<file path="config.mk">
export PLATFORM = sky130hd
export DESIGN_NAME = six_stage_lfo_phaser_core
export DESIGN_NICKNAME = d
export VERILOG_FILES = /design/src/hdl/phsr_pkg.sv /design/src/hdl/phsr_div.sv /design/src/hdl/six_stage_lfo_phaser_core.sv
export VERILOG_INCLUDE_DIRS = /design/src /design/src/hdl
export SDC_FILE = /design/constraint.sdc
export NUM_CORES = 2
export LEC_CHECK = 0
export ABC_AREA = 1
export BUFFER_PORTS_ARGS = -buffer_cell sky130_fd_sc_hd__buf_2
export CAP_MARGIN = 10
export CORE_MARGIN = 2
export CORE_UTILIZATION = 30
export CTS_CLUSTER_SIZE = 24
export DETAILED_ROUTE_END_ITERATION = 6
export GPL_TIMING_DRIVEN = 1
export PLACE_DENSITY = 0.45
export RECOVER_POWER = 25
export SLEW_MARGIN = 40
export SYNTH_ARGS = -nofsm -noshare
export SYNTH_HDL_FRONTEND = slang
export SYNTH_SLANG_ARGS = --single-unit
</file>
<file path="constraint.sdc">
create_clock -name aclk -period 12.4 [get_ports aclk]
set_input_delay 3.1 -clock aclk [delete_from_list [all_inputs] [get_ports aclk]]
set_output_delay 3.1 -clock aclk [all_outputs]
set_load 0.1 [all_outputs]
</file>
<file path="src/hdl/six_stage_lfo_phaser_core_defines.svh">
// assertion macros for the phaser core
`ifndef SIX_STAGE_LFO_PHASER_CORE_DEFINES_SVH
`define SIX_STAGE_LFO_PHASER_CORE_DEFINES_SVH

// assert that a implies b on every clock edge out of reset
`define PH_ASSERT_IMPL(label, clk, rstn, a, b) \
    label: assert property (@(posedge clk) disable iff (!rstn) (a) |-> (b)) \
        else $error("assertion failed");

// assert that a implies b in the next cycle
`define PH_ASSERT_NEXT(label, clk, rstn, a, b) \
    label: assert property (@(posedge clk) disable iff (!rstn) (a) |=> (b)) \
        else $error("assertion failed");

`endif

</file>
<file path="src/hdl/phsr_pkg.sv">
`default_nettype none
package phsr_pkg;
    localparam int STAGES_DEF      = 6;
    localparam int SAMPLE_BITS_DEF = 24;
    localparam int PHASE_BITS_DEF  = 24;

    // register indexes
    localparam logic [2:0] REG_LFO_STEP   = 3'd0;
    localparam logic [2:0] REG_RANGE_LOW  = 3'd1;
    localparam logic [2:0] REG_RANGE_HIGH = 3'd2;
    localparam logic [2:0] REG_FEEDBACK   = 3'd3;
    localparam logic [2:0] REG_DEPTH      = 3'd4;

    // quarter sine, Q1.16, 17 points
    function automatic logic [16:0] quarter_sine(input logic [4:0] idx);
        logic [16:0] v;
        case (idx)
            5'd0:  v = 17'd0;
            5'd1:  v = 17'd6424;
            5'd2:  v = 17'd12785;
            5'd3:  v = 17'd19024;
            5'd4:  v = 17'd25079;
            5'd5:  v = 17'd30893;
            5'd6:  v = 17'd36410;
            5'd7:  v = 17'd41576;
            5'd8:  v = 17'd46341;
            5'd9:  v = 17'd50660;
            5'd10: v = 17'd54491;
            5'd11: v = 17'd57798;
            5'd12: v = 17'd60547;
            5'd13: v = 17'd62714;
            5'd14: v = 17'd64277;
            5'd15: v = 17'd65220;
            default: v = 17'd65536;
        endcase
        return v;
    endfunction
endpackage
`default_nettype wire

</file>
<file path="src/hdl/phsr_div.sv">
`default_nettype none
// restoring divider, one quotient bit per cycle
// computes ((65536-d)<<16 + den/2) / den with den = 65536+d
module phsr_div (
    input  wire logic        aclk,
    input  wire logic        aresetn,
    input  wire logic        start,
    input  wire logic [16:0] den,
    input  wire logic [32:0] num,
    output logic             busy,
    output logic [16:0]      quot
);
    logic [32:0] num_reg, num_next;
    logic [17:0] rem_reg, rem_next;
    logic [16:0] q_reg, q_next;
    logic [5:0]  cnt_reg, cnt_next;
    logic [17:0] trial;
    logic [17:0] shifted;

    always_comb begin
        num_next = num_reg;
        rem_next = rem_reg;
        q_next   = q_reg;
        cnt_next = cnt_reg;
        shifted  = {rem_reg[16:0], num_reg[32]};
        trial    = shifted - {1'b0, den};
        if (start) begin
            num_next = num;
            rem_next = '0;
            q_next   = '0;
            cnt_next = 6'd33;
        end else if (cnt_reg != 6'd0) begin
            num_next = {num_reg[31:0], 1'b0};
            cnt_next = cnt_reg - 6'd1;
            if (!trial[17]) begin
                rem_next = trial;
                q_next   = {q_reg[15:0], 1'b1};
            end else begin
                rem_next = shifted;
                q_next   = {q_reg[15:0], 1'b0};
            end
        end
    end

    always_ff @(posedge aclk) begin
        if (!aresetn) begin
            cnt_reg <= '0;
        end else begin
            cnt_reg <= cnt_next;
        end
        num_reg <= num_next;
        rem_reg <= rem_next;
        q_reg   <= q_next;
    end

    assign busy = (cnt_reg != 6'd0);
    assign quot = q_reg;
endmodule
`default_nettype wire

</file>
<file path="src/hdl/six_stage_lfo_phaser_core.sv">
// an accepted item steps through LFO, D1, D2, DIV, DIVW (waiting on the divider), FB,
//   SY and SM per stage, and WET, then m_tvalid rises in OUT; the pace is set by the
//   coefficient divider and the shared multiplier stepping the all-pass chain two products
//   per stage; s_tready stays low until the result is taken
// reset: synchronous active-low aresetn clears registers to defaults, phase,
//   feedback history and all-pass memories to zero
`default_nettype none
`include "six_stage_lfo_phaser_core_defines.svh"
module six_stage_lfo_phaser_core #(
    parameter int STAGES      = phsr_pkg::STAGES_DEF,
    parameter int SAMPLE_BITS = phsr_pkg::SAMPLE_BITS_DEF,
    parameter int PHASE_BITS  = phsr_pkg::PHASE_BITS_DEF
) (
    input  wire logic        aclk,
    input  wire logic        aresetn,
    input  wire logic        s_tvalid,
    output logic             s_tready,
    input  wire logic [((SAMPLE_BITS+7)/8)*8-1:0] s_tdata, // sample_in
    output logic             m_tvalid,
    input  wire logic        m_tready,
    output logic [((SAMPLE_BITS+7)/8)*8-1:0] m_tdata,      // sample_out
    input  wire logic        psel,
    input  wire logic        penable,
    input  wire logic        pwrite,
    input  wire logic [4:0]  paddr,
    input  wire logic [31:0] pwdata,
    output logic [31:0]      prdata,
    output logic             pready
);
    import phsr_pkg::*;

    localparam int SB = SAMPLE_BITS;
    localparam int TW = ((SAMPLE_BITS+7)/8)*8;
    localparam int SW = (STAGES > 1) ? $clog2(STAGES) : 1;

    // sequencer states
    localparam logic [3:0] ST_IDLE = 4'd0;
    localparam logic [3:0] ST_LFO  = 4'd1;
    localparam logic [3:0] ST_D1   = 4'd2;
    localparam logic [3:0] ST_D2   = 4'd3;
    localparam logic [3:0] ST_DIV  = 4'd4;
    localparam logic [3:0] ST_DIVW = 4'd5;
    localparam logic [3:0] ST_FB   = 4'd6;
    localparam logic [3:0] ST_SY   = 4'd7;
    localparam logic [3:0] ST_SM   = 4'd8;
    localparam logic [3:0] ST_WET  = 4'd9;
    localparam logic [3:0] ST_OUT  = 4'd10;

    logic [23:0] lfo_step_reg;
    logic [15:0] range_low_reg, range_high_reg, feedback_reg, depth_reg;
    logic [PHASE_BITS-1:0] phase_reg;
    logic signed [SB-1:0] last_reg;
    logic signed [31:0] mem_reg [STAGES];
    logic [3:0] state_reg;
    logic signed [SB-1:0] dry_reg, out_reg;
    logic signed [31:0] x_reg, y_reg;
    logic [16:0] u_reg, d_reg, a_reg;
    logic [32:0] dprod_reg;
    logic [SW-1:0] stg_reg;
    logic out_valid_reg;

    // config port
    logic wr_en;
    assign pready = 1'b1;
    assign wr_en  = psel && penable && pwrite;
    always_ff @(posedge aclk) begin
        if (!aresetn) begin
            lfo_step_reg   <= '0;
            range_low_reg  <= '0;
            range_high_reg <= 16'hFFFF;
            feedback_reg   <= '0;
            depth_reg      <= '0;
        end else if (wr_en) begin
            unique case (paddr[4:2])
                REG_LFO_STEP:   lfo_step_reg   <= pwdata[23:0];
                REG_RANGE_LOW:  range_low_reg  <= pwdata[15:0];
                REG_RANGE_HIGH: range_high_reg <= pwdata[15:0];
                REG_FEEDBACK:   feedback_reg   <= pwdata[15:0];
                REG_DEPTH:      depth_reg      <= pwdata[15:0];
                default: ;
            endcase
        end
    end
    always_comb begin
        unique case (paddr[4:2])
            REG_LFO_STEP:   prdata = {8'd0, lfo_step_reg};
            REG_RANGE_LOW:  prdata = {16'd0, range_low_reg};
            REG_RANGE_HIGH: prdata = {16'd0, range_high_reg};
            REG_FEEDBACK:   prdata = {16'd0, feedback_reg};
            REG_DEPTH:      prdata = {16'd0, depth_reg};
            default:        prdata = '0;
        endcase
    end

    // lfo from quarter-wave table
    logic [31:0] p32;
    logic [1:0]  quad;
    logic [16:0] xq;
    logic [4:0]  tidx;
    logic [16:0] s0, s1, sval;
    logic [28:0] iprod;
    logic [16:0] u_calc;
    always_comb begin
        p32  = 32'({phase_reg, 32'd0} >> PHASE_BITS);
        quad = p32[31:30];
        xq   = {1'b0, p32[29:14]};
        if (quad[0]) xq = 17'h10000 - xq;
        tidx = xq[16:12];
        s0   = quarter_sine(tidx);
        s1   = quarter_sine(tidx + 5'd1);
        iprod = (s1 - s0) * {17'd0, xq[11:0]};
        sval = tidx[4] ? 17'h10000 : (s0 + iprod[28:12]);
        if (quad[1]) u_calc = (17'h10000 - sval) >> 1;
        else u_calc = 17'(({1'b0, 17'h10000} + {1'b0, sval}) >> 1);
    end

    // shared signed multiplier, 18 x 33 operand sets chosen per state
    logic signed [17:0] mul_a;
    logic signed [32:0] mul_b;
    logic signed [50:0] mul_p;
    logic signed [50:0] mul_sh;
    always_comb begin
        mul_a = '0;
        mul_b = '0;
        unique case (state_reg)
            ST_D1:  begin
                mul_a = {2'd0, range_low_reg};
                mul_b = 33'sh10000 - {16'd0, u_reg};
            end
            ST_D2:  begin
                mul_a = {2'd0, range_high_reg};
                mul_b = {16'd0, u_reg};
            end
            ST_FB:  begin
                mul_a = {2'd0, feedback_reg};
                mul_b = 33'(last_reg);
            end
            ST_SY:  begin
                mul_a = {1'b0, a_reg};
                mul_b = 33'(x_reg);
            end
            ST_SM:  begin
                mul_a = {1'b0, a_reg};
                mul_b = 33'(y_reg);
            end
            ST_WET: begin
                mul_a = {2'd0, depth_reg};
                mul_b = 33'(last_reg);
            end
            default: ;
        endcase
        mul_p  = mul_a * mul_b;
        mul_sh = mul_p >>> 16;
    end

    // saturation helpers
    function automatic logic signed [31:0] sat32(input logic signed [67:0] v);
        if (v > 68'sh7FFFFFFF) return 32'sh7FFFFFFF;
        if (v < -68'sh80000000) return -32'sh80000000;
        return v[31:0];
    endfunction
    function automatic logic signed [SB-1:0] satsb(input logic signed [67:0] v);
        logic signed [67:0] hi, lo;
        hi = (68'sd1 <<< (SB-1)) - 68'sd1;
        lo = -hi - 68'sd1;
        if (v > hi) return hi[SB-1:0];
        if (v < lo) return lo[SB-1:0];
        return v[SB-1:0];
    endfunction

    // coefficient divider
    logic        div_start, div_busy;
    logic [16:0] div_q, den;
    logic [32:0] div_num;
    assign den       = 17'h10000 + d_reg;
    assign div_num   = {(17'h10000 - d_reg), 16'd0} + {17'd0, den[16:1]};
    assign div_start = (state_reg == ST_DIV);
    phsr_div u_div (
        .aclk(aclk), .aresetn(aresetn), .start(div_start),
        .den(den), .num(div_num), .busy(div_busy), .quot(div_q)
    );

    logic [PHASE_BITS-1:0] step_al;
    always_comb begin
        if (PHASE_BITS >= 24) step_al = PHASE_BITS'({lfo_step_reg} << (PHASE_BITS-24));
        else step_al = PHASE_BITS'(lfo_step_reg >> (24-PHASE_BITS));
    end

    logic s_acc, m_acc;
    assign s_acc = s_tvalid && s_tready;
    assign m_acc = m_tvalid && m_tready;
    assign s_tready = (state_reg == ST_IDLE);

    // sequencer
    always_ff @(posedge aclk) begin
        if (!aresetn) begin
            state_reg     <= ST_IDLE;
            phase_reg     <= '0;
            last_reg      <= '0;
            out_valid_reg <= 1'b0;
            stg_reg       <= '0;
            for (int i = 0; i < STAGES; i++) mem_reg[i] <= '0;
        end else begin
            unique case (state_reg)
                ST_IDLE: if (s_acc) begin
                    dry_reg   <= s_tdata[SB-1:0];
                    state_reg <= ST_LFO;
                end
                ST_LFO: begin
                    u_reg     <= u_calc;
                    phase_reg <= phase_reg + step_al;
                    state_reg <= ST_D1;
                end
                ST_D1: begin
                    dprod_reg <= mul_p[32:0];
                    state_reg <= ST_D2;
                end
                ST_D2: begin
                    d_reg     <= 17'((dprod_reg + mul_p[32:0]) >> 16);
                    state_reg <= ST_DIV;
                end
                ST_DIV: state_reg <= ST_DIVW;
                ST_DIVW: if (!div_busy) begin
                    a_reg     <= div_q;
                    state_reg <= ST_FB;
                end
                ST_FB: begin
                    x_reg     <= 32'(satsb(68'(dry_reg) + mul_sh));
                    stg_reg   <= SW'(STAGES-1);
                    state_reg <= ST_SY;
                end
                ST_SY: begin
                    y_reg     <= sat32(68'(mem_reg[stg_reg]) - mul_sh);
                    state_reg <= ST_SM;
                end
                ST_SM: begin
                    mem_reg[stg_reg] <= sat32(mul_sh + 68'(x_reg));
                    x_reg <= y_reg;
                    if (stg_reg == '0) begin
                        last_reg  <= satsb(68'(y_reg));
                        state_reg <= ST_WET;
                    end else begin
                        stg_reg   <= stg_reg - SW'(1);
                        state_reg <= ST_SY;
                    end
                end
                ST_WET: begin
                    out_reg       <= satsb(68'(dry_reg) + mul_sh);
                    out_valid_reg <= 1'b1;
                    state_reg     <= ST_OUT;
                end
                ST_OUT: if (m_acc) begin
                    out_valid_reg <= 1'b0;
                    state_reg     <= ST_IDLE;
                end
                default: state_reg <= ST_IDLE;
            endcase
        end
    end

    assign m_tvalid = out_valid_reg;
    assign m_tdata  = TW'(unsigned'(out_reg));

    `PH_ASSERT_IMPL(a_valid_in_out, aclk, aresetn, m_tvalid, state_reg == ST_OUT)
    `PH_ASSERT_NEXT(a_acc_starts, aclk, aresetn, s_acc, state_reg == ST_LFO)
    `PH_ASSERT_IMPL(a_no_ready_busy, aclk, aresetn, s_tready, !m_tvalid)
endmodule
`default_nettype wire

</file>
==> flow_summary.toml <==
[global_route]
grt_pass1_wl_mm = 375
grt_max_degree = 71
grt_overflow_total = 0
grt_antenna_before_repair = 10
global_route.usage.total = 0.209
grt_pass1_vias = 59343

[synth]
yosys.area_share.simple = 0.204
yosysWarnings = 0
seq_area_frac_synth = 0.264
synth_top_family_by_area = "adder cells"
synthArstFlopShare = 0
yosys.area_share.xor_xnor = 0.0295
synthAdderAreaFrac = 0.282
synth_area_mm2 = 0.0694
syn_area_per_cell_um2 = 7.85
syn_inst = 8844
synth_compound_area_frac = 0.105
synth_mux_area_frac = 0
synth_edf_count = 485
yosysTopAreaCell = "edfxtp_1"
synth_common_cells = "nand2_1 (1,904), inv_1 (1,741), nor2_1 (1,005)"
ys_seq_elements = 672
netlist-cell-type-count = 72
synthFlopType = "edfxtp_1"
synthTopCellsByArea = "edfxtp_1 (21%), fa_1 (21%), nand2_1 (10%), inv_1 (9.4%), ha_1 (7.4%)"
synth_top_area_frac = 0.210
synth.most_common_cell = "nand2_1"

[cells_and_area]
nNetsFinal = 10187
drive_above_1_share = 0.0739
largest_reg_flops = 256
syn_to_final_growth_pct = 11.2

[route]
wl_per_cell_um = 20.3
vias_per_cell = 4.89
route.vias.total = 59147
firstDrtPassIters = 6
drt-total-wl_mm = 246
drtAntennaViolNets = 0
post-route-drc-count = 0
drt-initial-drc-count = 4249

[clock_tree]
clock_latency_ns = 0.73
clock_path_buffers = 3
root_buffer = "clkbuf_16"
cts.sinks = 672
cts_tree = "done"
clk_pin_slew_ns = 0.06
hold_buffers = 0
cts_buffers = 83
cts_htree_levels = 3

[floorplan]
dieArea_mm2 = 0.235
core-area_mm2 = 0.230
initial_utilization = 0.302
die_h_um = 485
ios = 127
num_rows = 176
die_w_um = 485

[timing]
rsz0062_at_grt = "yes"
max_freq_ghz = 0.0847
finalHoldViolCount = 0
min_period_ns = 11.81
period_share = 0.952
fin_skew_ns = 0.0499
hold_ws_ns = 0.428
slew_headroom = -0.991
maxSlewViolCount = 341
setup_viol = 0
tightest_slew_ns = 2.99

[setup_path]
cp_common_cell = "inv_1"
required_ns = 12.84
cpPeakStageDelay_ns = 0.57
critPathCaptureType = "flip-flop"
critPathMaxFanout = 30
cp_num_buf_inv = 17
start_kind = "flip-flop"
crit_slowest_cell = "fa_1"
arrival_ns = 12.24
critical-path-top-delay-family = "adder cells"
path_class = "reg2reg"

[place]
gp_congestion = 0.976
place_hpwl_mm = 194
numPortBuffers = 107

[run_status]
status = "finished, violations left"
violations = "max-capacitance violations, max-slew violations"

[flow_run]
maxCapViolCount = 9

[min_path]
hold_class = "reg2reg"
==> worst paths after layout <==
kind | start | to | slack (ns) | depth (start not counted)
worst max-delay path | state_reg[0]$_SDFFE_PN0P_ | mem_reg[6][2]$_DFFE_PP_ | 0.59 | 47
worst max register to register | state_reg[0]$_SDFFE_PN0P_ | mem_reg[6][2]$_DFFE_PP_ | 0.59 | 47
worst min-delay path | u_div.quot[16]$_SDFFE_PP0N_ | a_reg[16]$_DFFE_PP_ | 0.43 | 0
worst min register to register | u_div.quot[16]$_SDFFE_PP0N_ | a_reg[16]$_DFFE_PP_ | 0.43 | 0
==> stage by stage <==
stage	instances	setup slack (ns)	utilization	TNS [ns]	cell area, um2
after floorplan	8851	2.03	-	0	69400
after global placement	11923	0.467	0.323	0	74300
after detailed placement	11927	0.418	0.323	0	74400
after CTS	12079	0.326	0.335	0	77100
after global routing	12082	-0.111	0.336	-0.126	77200
final	12084	0.591	0.336	0	77200
==> layout make-up <==
class / count / area, um2
fillers: 24681 / 153000
multi-input cells: 6103 / 43300
flip-flops and latches: 672 / 18300
inverters: 1798 / 6760
well taps: 3026 / 3790
clock buffers: 117 / 2430
repair buffers: 329 / 2280
clock inverters: 35 / 319
diodes: 4 / 10.0
==> cell usage in the layout (no fill, tap or decap), drive strengths merged, types with 170 or more instances in the layout <==
cell type / instances
nand2: 1981
nor2: 1014
fa: 721
inv: 1786
o21ai: 404
buf: 316
nand3: 286
edfxtp: 485
ha: 411
a21oi: 470
dfxtp: 187
xor2: 170
==> kinds of logic (layout without fill, tap and decap cells) <==
family,Yosys count,in the layout
AND/OR/NAND/NOR,3483,3483
buffers and inverters,2076,2279
AO/OA/AOI/OAI,1246,1246
adder cells (fa/ha/maj),1132,1132
flip-flops,672,672
XOR/XNOR,233,233
other,2,13
==> metal layers <==
layer | up-vias | GRT usage | share of wire
met5 | - | 0 | 0.000085
met4 | 4 | 0.0532 | 0.027
met3 | 240 | 0.0271 | 0.053
met2 | 1615 | 0.336 | 0.45
met1 | 29214 | 0.294 | 0.47
li1 | 28074 | - | -
==> timing repair <==
| item | CTS | global route |
|---|---|---|
| resized for setup | 0 | 29 |
| buffers inserted | 0 | 0 |
| setup endpoints to repair | 0 | 174 |
Power is left out: the tool's default activity adds up to more than one toggle a clock period on the data nets, which glitch-free logic cannot reach.
